==> src/deq_pkg.sv <==
package deq_pkg;

    localparam int DATA_W = 32;
    localparam int OP_W   = 3;
    localparam int STAT_W = 2;
    localparam int IN_W   = 40;

    typedef enum logic [OP_W-1:0] {
        OP_PUSH_FRONT = 3'd0,
        OP_PUSH_BACK  = 3'd1,
        OP_POP_FRONT  = 3'd2,
        OP_POP_BACK   = 3'd3,
        OP_DUMP       = 3'd4
    } op_t;

    typedef enum logic [STAT_W-1:0] {
        ST_OK    = 2'd0,
        ST_EMPTY = 2'd1,
        ST_FULL  = 2'd2
    } stat_t;

    typedef enum logic {
        S_IDLE = 1'b0,
        S_BUSY = 1'b1
    } state_t;

    // controller to datapath
    typedef struct packed {
        logic load;
        logic fire;
    } cmd_t;

    // datapath to controller
    typedef struct packed {
        logic out_free;
        logic more;
    } sts_t;

endpackage

==> src/deq_ctrl.sv <==
module deq_ctrl (
    input  logic          clk,
    input  logic          rst_n,
    input  logic          s_valid,
    output logic          s_ready,
    input  deq_pkg::sts_t sts,
    output deq_pkg::cmd_t cmd
);
    import deq_pkg::*;

    state_t state_reg;
    state_t state_next;

    always_ff @(posedge clk or negedge rst_n)
    begin
        if (!rst_n)
        begin
            state_reg <= S_IDLE;
        end
        else
        begin
            state_reg <= state_next;
        end
    end

    always_comb
    begin
        state_next = state_reg;
        cmd        = '0;
        s_ready    = 1'b0;
        case (state_reg)
            S_IDLE:
            begin
                s_ready = 1'b1;
                if (s_valid)
                begin
                    cmd.load   = 1'b1;
                    state_next = S_BUSY;
                end
            end
            S_BUSY:
            begin
                // one result per free output slot, dump keeps going until its last entry
                if (sts.out_free)
                begin
                    cmd.fire = 1'b1;
                    if (!sts.more)
                    begin
                        state_next = S_IDLE;
                    end
                end
            end
            default:
            begin
                state_next = S_IDLE;
            end
        endcase
    end

endmodule

==> src/deq_dp.sv <==
module deq_dp #(
    parameter  int DEPTH = 32,
    localparam int IDX_W = $clog2(DEPTH),
    localparam int CNT_W = $clog2(DEPTH + 1)
) (
    input  logic                                clk,
    input  logic                                rst_n,
    input  deq_pkg::cmd_t                       cmd,
    output deq_pkg::sts_t                       sts,
    input  logic [deq_pkg::OP_W-1:0]            in_op,
    input  logic signed [deq_pkg::DATA_W-1:0]   in_value,
    input  logic                                out_ready,
    output logic                                out_valid,
    output logic [deq_pkg::STAT_W-1:0]          out_status,
    output logic signed [deq_pkg::DATA_W-1:0]   out_item,
    output logic signed [deq_pkg::DATA_W-1:0]   out_total,
    output logic [CNT_W-1:0]                    out_count,
    output logic                                out_last
);
    import deq_pkg::*;

    function automatic logic [IDX_W-1:0] wrap_add(logic [IDX_W-1:0] base,
                                                  logic [IDX_W-1:0] off);
        logic [IDX_W:0] s;
        s = {1'b0, base} + {1'b0, off};
        if (s >= (IDX_W+1)'(DEPTH))
        begin
            s = s - (IDX_W+1)'(DEPTH);
        end
        return s[IDX_W-1:0];
    endfunction

    logic signed [DATA_W-1:0] mem [DEPTH];

    logic [IDX_W-1:0]         front_reg,  front_next;
    logic [CNT_W-1:0]         count_reg,  count_next;
    logic signed [DATA_W-1:0] total_reg,  total_next;
    logic [IDX_W-1:0]         walk_reg,   walk_next;
    op_t                      op_reg;
    logic signed [DATA_W-1:0] value_reg;
    logic signed [DATA_W-1:0] rd_data_reg;

    logic                     out_valid_reg;
    stat_t                    out_status_reg;
    logic signed [DATA_W-1:0] out_item_reg;
    logic signed [DATA_W-1:0] out_total_reg;
    logic [CNT_W-1:0]         out_count_reg;
    logic                     out_last_reg;

    logic [CNT_W-1:0]         count_m1;
    logic                     full;
    logic                     empty;
    logic                     is_end;
    logic [IDX_W-1:0]         front_dec;
    logic [IDX_W-1:0]         rd_addr;
    logic                     we;
    logic [IDX_W-1:0]         waddr;
    stat_t                    res_status;
    logic signed [DATA_W-1:0] res_item;
    logic                     res_last;

    assign count_m1  = count_reg - 1'b1;
    assign full      = (count_reg == CNT_W'(DEPTH));
    assign empty     = (count_reg == '0);
    assign is_end    = (CNT_W'(walk_reg) == count_m1);
    assign front_dec = (front_reg == '0) ? IDX_W'(DEPTH - 1) : front_reg - 1'b1;

    assign sts.out_free = !out_valid_reg || out_ready;
    assign sts.more     = (op_reg == OP_DUMP) && !empty && !is_end;

    // read address follows the next offset so rd_data_reg matches walk_reg while an operation is in progress
    always_comb
    begin
        walk_next = walk_reg;
        if (cmd.load)
        begin
            if (op_t'(in_op) == OP_POP_BACK)
            begin
                walk_next = count_m1[IDX_W-1:0];
            end
            else
            begin
                walk_next = '0;
            end
        end
        else if (cmd.fire && sts.more)
        begin
            walk_next = walk_reg + 1'b1;
        end
    end

    assign rd_addr = wrap_add(front_reg, walk_next);

    always_comb
    begin
        front_next = front_reg;
        count_next = count_reg;
        total_next = total_reg;
        we         = 1'b0;
        waddr      = front_dec;
        res_status = ST_OK;
        res_item   = '0;
        res_last   = 1'b1;
        case (op_reg)
            OP_PUSH_FRONT, OP_PUSH_BACK:
            begin
                if (full)
                begin
                    res_status = ST_FULL;
                end
                else
                begin
                    we         = 1'b1;
                    count_next = count_reg + 1'b1;
                    total_next = total_reg + value_reg;
                    if (op_reg == OP_PUSH_FRONT)
                    begin
                        front_next = front_dec;
                    end
                    else
                    begin
                        waddr = wrap_add(front_reg, count_reg[IDX_W-1:0]);
                    end
                end
            end
            OP_POP_FRONT, OP_POP_BACK:
            begin
                if (empty)
                begin
                    res_status = ST_EMPTY;
                end
                else
                begin
                    res_item   = rd_data_reg;
                    count_next = count_m1;
                    total_next = total_reg - rd_data_reg;
                    if (op_reg == OP_POP_FRONT)
                    begin
                        front_next = wrap_add(front_reg, IDX_W'(1));
                    end
                end
            end
            OP_DUMP:
            begin
                if (empty)
                begin
                    res_status = ST_EMPTY;
                end
                else
                begin
                    res_item = rd_data_reg;
                    res_last = is_end;
                end
            end
            default:
            begin
                res_status = ST_OK;
            end
        endcase
    end

    always_ff @(posedge clk or negedge rst_n)
    begin
        if (!rst_n)
        begin
            front_reg     <= '0;
            count_reg     <= '0;
            total_reg     <= '0;
            walk_reg      <= '0;
            out_valid_reg <= 1'b0;
        end
        else
        begin
            walk_reg <= walk_next;
            if (cmd.fire)
            begin
                front_reg <= front_next;
                count_reg <= count_next;
                total_reg <= total_next;
            end
            if (cmd.fire)
            begin
                out_valid_reg <= 1'b1;
            end
            else if (out_ready)
            begin
                out_valid_reg <= 1'b0;
            end
        end
    end

    always_ff @(posedge clk)
    begin
        if (cmd.load)
        begin
            op_reg    <= op_t'(in_op);
            value_reg <= in_value;
        end
        if (cmd.fire)
        begin
            out_status_reg <= res_status;
            out_item_reg   <= res_item;
            out_total_reg  <= total_next;
            out_count_reg  <= count_next;
            out_last_reg   <= res_last;
        end
    end

    always_ff @(posedge clk)
    begin
        if (we && cmd.fire)
        begin
            mem[waddr] <= value_reg;
        end
        rd_data_reg <= mem[rd_addr];
    end

    assign out_valid  = out_valid_reg;
    assign out_status = out_status_reg;
    assign out_item   = out_item_reg;
    assign out_total  = out_total_reg;
    assign out_count  = out_count_reg;
    assign out_last   = out_last_reg;

    a_fire_free: assert property (@(posedge clk) disable iff (!rst_n)
        cmd.fire |-> (!out_valid_reg || out_ready))
        else $error("result loaded over a word not yet taken");

    a_count_range: assert property (@(posedge clk) disable iff (!rst_n)
        count_reg <= CNT_W'(DEPTH))
        else $error("entry count above depth");

    a_push_count: assert property (@(posedge clk) disable iff (!rst_n)
        cmd.fire && (op_reg == OP_PUSH_FRONT || op_reg == OP_PUSH_BACK) && !full
        |=> count_reg == $past(count_reg) + 1'b1)
        else $error("accepted push did not grow the queue");

    a_walk_range: assert property (@(posedge clk) disable iff (!rst_n)
        sts.more |-> (CNT_W'(walk_reg) + 1'b1) < count_reg)
        else $error("dump walk beyond the stored entries");

endmodule

==> src/deque_with_running_sum.sv <==
// a push or pop word is registered when accepted, its result loads once the output slot is free
// a new word is taken only in the idle state, never while the previous one is still in progress
// a dump: one entry per cycle from the single memory read port unless stalled, one status if empty
// a stalled output holds the controller, the next word is taken once the result is loaded
// reset: rst_n low clears pointers, count, total and handshake state, memory is not cleared
module deque_with_running_sum #(
    parameter  int DEPTH = 32,
    localparam int CNT_W = $clog2(DEPTH + 1),
    localparam int OUT_W = ((deq_pkg::STAT_W + 2 * deq_pkg::DATA_W + CNT_W + 7) / 8) * 8
) (
    input  logic                     clk,
    input  logic                     rst_n,
    input  logic                     s_tvalid,
    output logic                     s_tready,
    // operation [2:0], value [34:3], zero pad to 40 bits
    input  logic [deq_pkg::IN_W-1:0] s_tdata,
    output logic                     m_tvalid,
    input  logic                     m_tready,
    // status [1:0], item [33:2], total [65:34], count, zero pad to whole bytes
    output logic [OUT_W-1:0]         m_tdata,
    output logic                     m_tlast
);
    import deq_pkg::*;

    cmd_t                     cmd;
    sts_t                     sts;
    logic [STAT_W-1:0]        out_status;
    logic signed [DATA_W-1:0] out_item;
    logic signed [DATA_W-1:0] out_total;
    logic [CNT_W-1:0]         out_count;

    // fsm: idle takes a word, busy loads one result per free output slot
    deq_ctrl u_ctrl (
        .clk     (clk),
        .rst_n   (rst_n),
        .s_valid (s_tvalid),
        .s_ready (s_tready),
        .sts     (sts),
        .cmd     (cmd)
    );

    // circular entry memory, pointers, running total and output register
    deq_dp #(
        .DEPTH (DEPTH)
    ) u_dp (
        .clk        (clk),
        .rst_n      (rst_n),
        .cmd        (cmd),
        .sts        (sts),
        .in_op      (s_tdata[OP_W-1:0]),
        .in_value   (s_tdata[OP_W+DATA_W-1:OP_W]),
        .out_ready  (m_tready),
        .out_valid  (m_tvalid),
        .out_status (out_status),
        .out_item   (out_item),
        .out_total  (out_total),
        .out_count  (out_count),
        .out_last   (m_tlast)
    );

    // fields packed from the low end, upper bits zero
    assign m_tdata = OUT_W'({out_count, out_total, out_item, out_status});

endmodule

==> config.mk <==
export PLATFORM = sky130hd
export DESIGN_NAME = deque_with_running_sum
export DESIGN_NICKNAME = d
export VERILOG_FILES = /design/src/deq_pkg.sv /design/src/deq_ctrl.sv /design/src/deq_dp.sv /design/src/deque_with_running_sum.sv
export SDC_FILE = /design/constraint.sdc
export NUM_CORES = 1
export LEC_CHECK = 0
export ABC_CLOCK_PERIOD_IN_PS = 13450
export BUFFER_PORTS_ARGS = -buffer_cell sky130_fd_sc_hd__buf_2
export CORE_ASPECT_RATIO = 1.5
export CORE_MARGIN = 2
export CORE_UTILIZATION = 40
export CTS_BUF_LIST = sky130_fd_sc_hd__clkbuf_8
export DETAILED_ROUTE_END_ITERATION = 8
export SYNTH_ARGS = -nofsm -noshare
export SYNTH_HDL_FRONTEND = slang
export SYNTH_SLANG_ARGS = --single-unit
==> constraint.sdc <==
create_clock -name clk -period 13.45 [get_ports clk]
set_clock_uncertainty 0.1 [all_clocks]
set_input_delay 0.6725 -clock clk [delete_from_list [all_inputs] [get_ports clk]]
set_output_delay 0.6725 -clock clk [all_outputs]
set_load 0.01 [all_outputs]
==> flow_summary_export.csv <==
group,metric,value,unit
timing,hold_violations,0,
floorplanning,chipHeight,438,um
clock_network,tritoncts_num_sinks,1214,
synth,yosysSeqAreaShare,71.5,%
clock_network,post-cts-setup-buffer-count,0,
clock_network,clk_pin_slew_worst_paths,0.07,ns
clock_network,clock_latency,0.86,ns
clock_network,tritoncts_clock_tree,"done",
synth,synth-edff-count,1132,
power,cell_pwr_density,249,mW/mm^2
floorplanning,initial_utilization,40.2,%
floorplanning,boundaryPins,119,
hold_path,class_of_the_tightest_hold_or_removal_check,"register to register",
grt,largest_net_degree_at_the_start_of_global_routing,155,
timing,max_slew_margin_vs_limit,14.3,%
setup_path,criticalPathCategory,"register to register",
synth,synth_xor_area_share,1.46,%
final_layout,multiInputGateArea,0.0138,sq mm
routing,vias_per_cell,5.69,
grt,globalRoute.totalOverflow,0,
timing,drv_slew,0,
timing,finalCriticalPeriod,7.14,ns
synth,postSynthRegisterBits,1214,
clock_network,count_of_h_tree_levels_built_during_cts,4,
final_layout,fraction_of_layout_instances_using_a_drive_strength_above_1,27.9,%
synth,synth.top_cells.by_area,"sky130_fd_sc_hd__edfxtp_1, sky130_fd_sc_hd__mux4_2, sky130_fd_sc_hd__dfrtp_1",
setup_path,cp_max_fo,154,
final_layout,sequential_cell_area,0.0359,sq mm
clock_network,cts.root.buffer_cell,"sky130_fd_sc_hd__clkbuf_8",
grt,grt_first_pass_wirelength,193000,um
floorplanning,x_dimension_of_the_die,293,um
final_layout,largest-register,"u_dp.mem",
timing,period_share,53.1,%
timing,grt_setup_unrepaired,"false",
timing,slew_worst_pin,1.28,ns
run_status,run_status,"finished clean",
routing,routed_wirelength,134000,um
final_layout,syn2layout_area_growth,13.8,%
placed_design,gp_congestion,0.890,
synth,synth.largest_area_cell,"sky130_fd_sc_hd__edfxtp_1",
job,timing.max_cap.violations,0,
synth,netlist-cell-type-count,78,
synth,yosysWarnings,0,
synth,synth_simple_gate_area_share,3.16,%
routing,antenna_left,0,
placed_design,dp_hpwl,76200,um
power,leakage_power,19.2,nW
setup_path,crit_required,14.09,ns
routing,wl_met1,51200,um
timing,totalNegativeSetupSlack,0,ns
setup_path,crit_path_arrival_time,7.78,ns
timing,finalSetupViolations,0,
clock_network,clk_path_buf_depth,3,
synth,synthDominantCellAreaShare,67.8,%
clock_network,tritoncts.num_buffers,178,
floorplanning,core-area,0.125,sq mm
routing,dr_wl_met3,7260,um
routing,drt-wirelength-per-cell,28.6,um
timing,maxClockFrequency,140,MHz
final_layout,fillers,10500,
grt,groute.usage.overall,21.0,%
final_layout,largest_reg_flops,1024,
final_layout,finalCoreUtilization,45.8,%
synth,synth-compound-area-share,4.59,%
synth,postSynthCellCount,2637,
grt,first_global_vias,28000,
floorplanning,area_of_the_die,0.128,sq mm
routing,detail_route.first_pass.iterations,6,
setup_path,cp-start-kind,"register",
floorplanning,core.rowCount,159,
routing,top_layer_used,"met4",
routing,wl_met2,71200,um
routing,drt_first_iter_violations,2441,
timing,hold-worst-slack,0.403,ns
placed_design,io_buffer_count,113,
synth,post_synthesis_cell_area,0.0502,sq mm
power,max-vdd-ir-drop,0.341,mV
synth,synth-async-reset-ratio,4.12,%
synth,syn_area_per_cell,19.0,sq um
synth,synth_top_family_by_area,"multiplexers",
routing,detail_route.drc_violations,0,
synth,postSynthNetCount,2760,
final_layout,layout.nets,3056,
synth,yosys.area_share.adder,2.03,%
synth,synth_ff_type,"sky130_fd_sc_hd__edfxtp_1",
grt,initial_antenna_violation_count,3,
routing,dr_total_vias,26700,
setup_path,cp-end-kind,"register",
synth,synthMuxAreaShare,15.7,%
==> cell type report <==
type,count,share of cell area (%)
clock buffers,189,4.56
diodes,1,0.00438
inverters,69,0.456
multi-input cells,1241,24.2
clock inverters,138,1.55
well taps,1610,3.53
repair buffers,229,2.77
flip-flops and latches,1214,62.9
==> synth_stat cells (7+ instances only) <==
cell type / number
sky130_fd_sc_hd__a21oi_1: 99
sky130_fd_sc_hd__a211oi_1: 11
sky130_fd_sc_hd__nand4_1: 8
sky130_fd_sc_hd__nor2_1: 129
sky130_fd_sc_hd__ha_1: 75
sky130_fd_sc_hd__edfxtp_1: 1132
sky130_fd_sc_hd__o21a_1: 18
sky130_fd_sc_hd__clkbuf_1: 85
sky130_fd_sc_hd__o22ai_1: 8
sky130_fd_sc_hd__o211ai_1: 9
sky130_fd_sc_hd__mux2_4: 30
sky130_fd_sc_hd__a21o_1: 32
sky130_fd_sc_hd__nand3_1: 18
sky130_fd_sc_hd__o21ai_0: 73
sky130_fd_sc_hd__or3_1: 8
sky130_fd_sc_hd__and2_1: 9
sky130_fd_sc_hd__nor2b_1: 11
sky130_fd_sc_hd__nand2_1: 116
sky130_fd_sc_hd__inv_1: 67
sky130_fd_sc_hd__nand2b_1: 8
sky130_fd_sc_hd__mux2_2: 16
sky130_fd_sc_hd__xor2_1: 28
sky130_fd_sc_hd__mux4_2: 320
sky130_fd_sc_hd__nor3_1: 13
sky130_fd_sc_hd__dfxtp_1: 32
sky130_fd_sc_hd__buf_1: 19
sky130_fd_sc_hd__o21bai_1: 7
sky130_fd_sc_hd__a22oi_1: 17
sky130_fd_sc_hd__dfrtp_1: 50
sky130_fd_sc_hd__xnor2_1: 54
sky130_fd_sc_hd__a221oi_1: 9
sky130_fd_sc_hd__and3_1: 15
sky130_fd_sc_hd__a31oi_1: 14
==> report_power, final <==
group	total [mW]	internal, mW	switching [mW]	leakage (nW)
logic	6.42	3.07	3.35	6.16
registers	4.87	4.60	0.268	11.1
clock network	2.93	1.49	1.45	1.94
==> layout by cell type, fill, tap and decap left out, drive strengths merged, types with 11 or more instances in the layout <==
cell	n
inv	118
a31oi	14
o21a	18
clkinvlp	13
a211oi	11
ha	75
xor2	28
nor2b	11
a21o	32
edfxtp	1132
dfxtp	32
clkinv	67
and3	15
a21oi	100
nand3	18
dfrtp	50
o21ai	77
clkbuf	189
mux2	46
a22oi	17
nor2	129
nand2	116
xnor2	55
buf	191
nor3	15
dlygate4sd3	38
mux4	320
==> critical path, cell delays in order, from the launching register on <==
cell and delay (ns):
sky130_fd_sc_hd__edfxtp_1 0.33, sky130_fd_sc_hd__buf_4 0.45, sky130_fd_sc_hd__inv_2 0.37, sky130_fd_sc_hd__nor3_1 0.46
sky130_fd_sc_hd__nand2_1 0.21, sky130_fd_sc_hd__a311oi_4 0.44, sky130_fd_sc_hd__xnor2_1 0.16, sky130_fd_sc_hd__o21ai_0 0.17
sky130_fd_sc_hd__ha_4 0.26, sky130_fd_sc_hd__fa_4 1.18, sky130_fd_sc_hd__buf_4 0.61, sky130_fd_sc_hd__buf_12 0.68
sky130_fd_sc_hd__mux4_2 0.42, sky130_fd_sc_hd__mux4_2 0.55, sky130_fd_sc_hd__mux2_4 0.29
==> logic make-up (layout without fill, tap and decap cells) <==
logic type,after synthesis,after routing
adder cells (fa/ha/maj),79,79
AND/OR/NAND/NOR,351,351
buffers and inverters,182,625
AO/OA/AOI/OAI,356,356
XOR/XNOR,83,83
other,0,1
multiplexers,372,372
flip-flops,1214,1214
==> final timing paths <==
| check | startpoint | endpoint | slack [ns] | cells after the start |
|---|---|---|---|---|
| min in group asynchronous | rst_n | u_dp.front_reg[2] | 0.41 | 3 |
| hold / removal | u_dp.total_reg[31] | u_dp.total_reg[31] | 0.40 | 1 |
| max in group asynchronous | rst_n | u_dp.total_reg[9] | 12.25 | 3 |
| setup reg to reg | u_dp.op_reg[2] | u_dp.rd_data_reg[15] | 6.31 | 14 |
| hold reg to reg | u_dp.total_reg[31] | u_dp.total_reg[31] | 0.40 | 1 |
| setup / recovery | u_dp.op_reg[2] | u_dp.rd_data_reg[15] | 6.31 | 14 |
==> per-layer routing <==
layer	GRT usage [%]	vias up
li1	-	11400
met1	25.6	14000
met2	37.7	1069
met3	3.07	267
met4	7.78	0
met5	0	-
==> stage by stage <==
stage	std cells	setup WS, ns	power (mW)	cell area [sq um]
after global placement	4325	6.41	11.4	53200
final	4691	6.31	14.2	57100
after detailed placement	4325	6.38	11.4	53200
after CTS	4690	6.36	14.4	57100
after global routing	4691	6.04	14.9	57100
after floorplan	2637	8.45	9.57	50200
==> timing repair <==
| item | 4_1_cts | 5_1_grt |
|---|---|---|
| hold buffers | 38 | 0 |
| endpoints found under the setup margin | 0 | 0 |
| hold endpoints to repair | 87 | 0 |
| resized for setup | 0 | 0 |
Note: power is estimated with default switching activity, not from simulation.
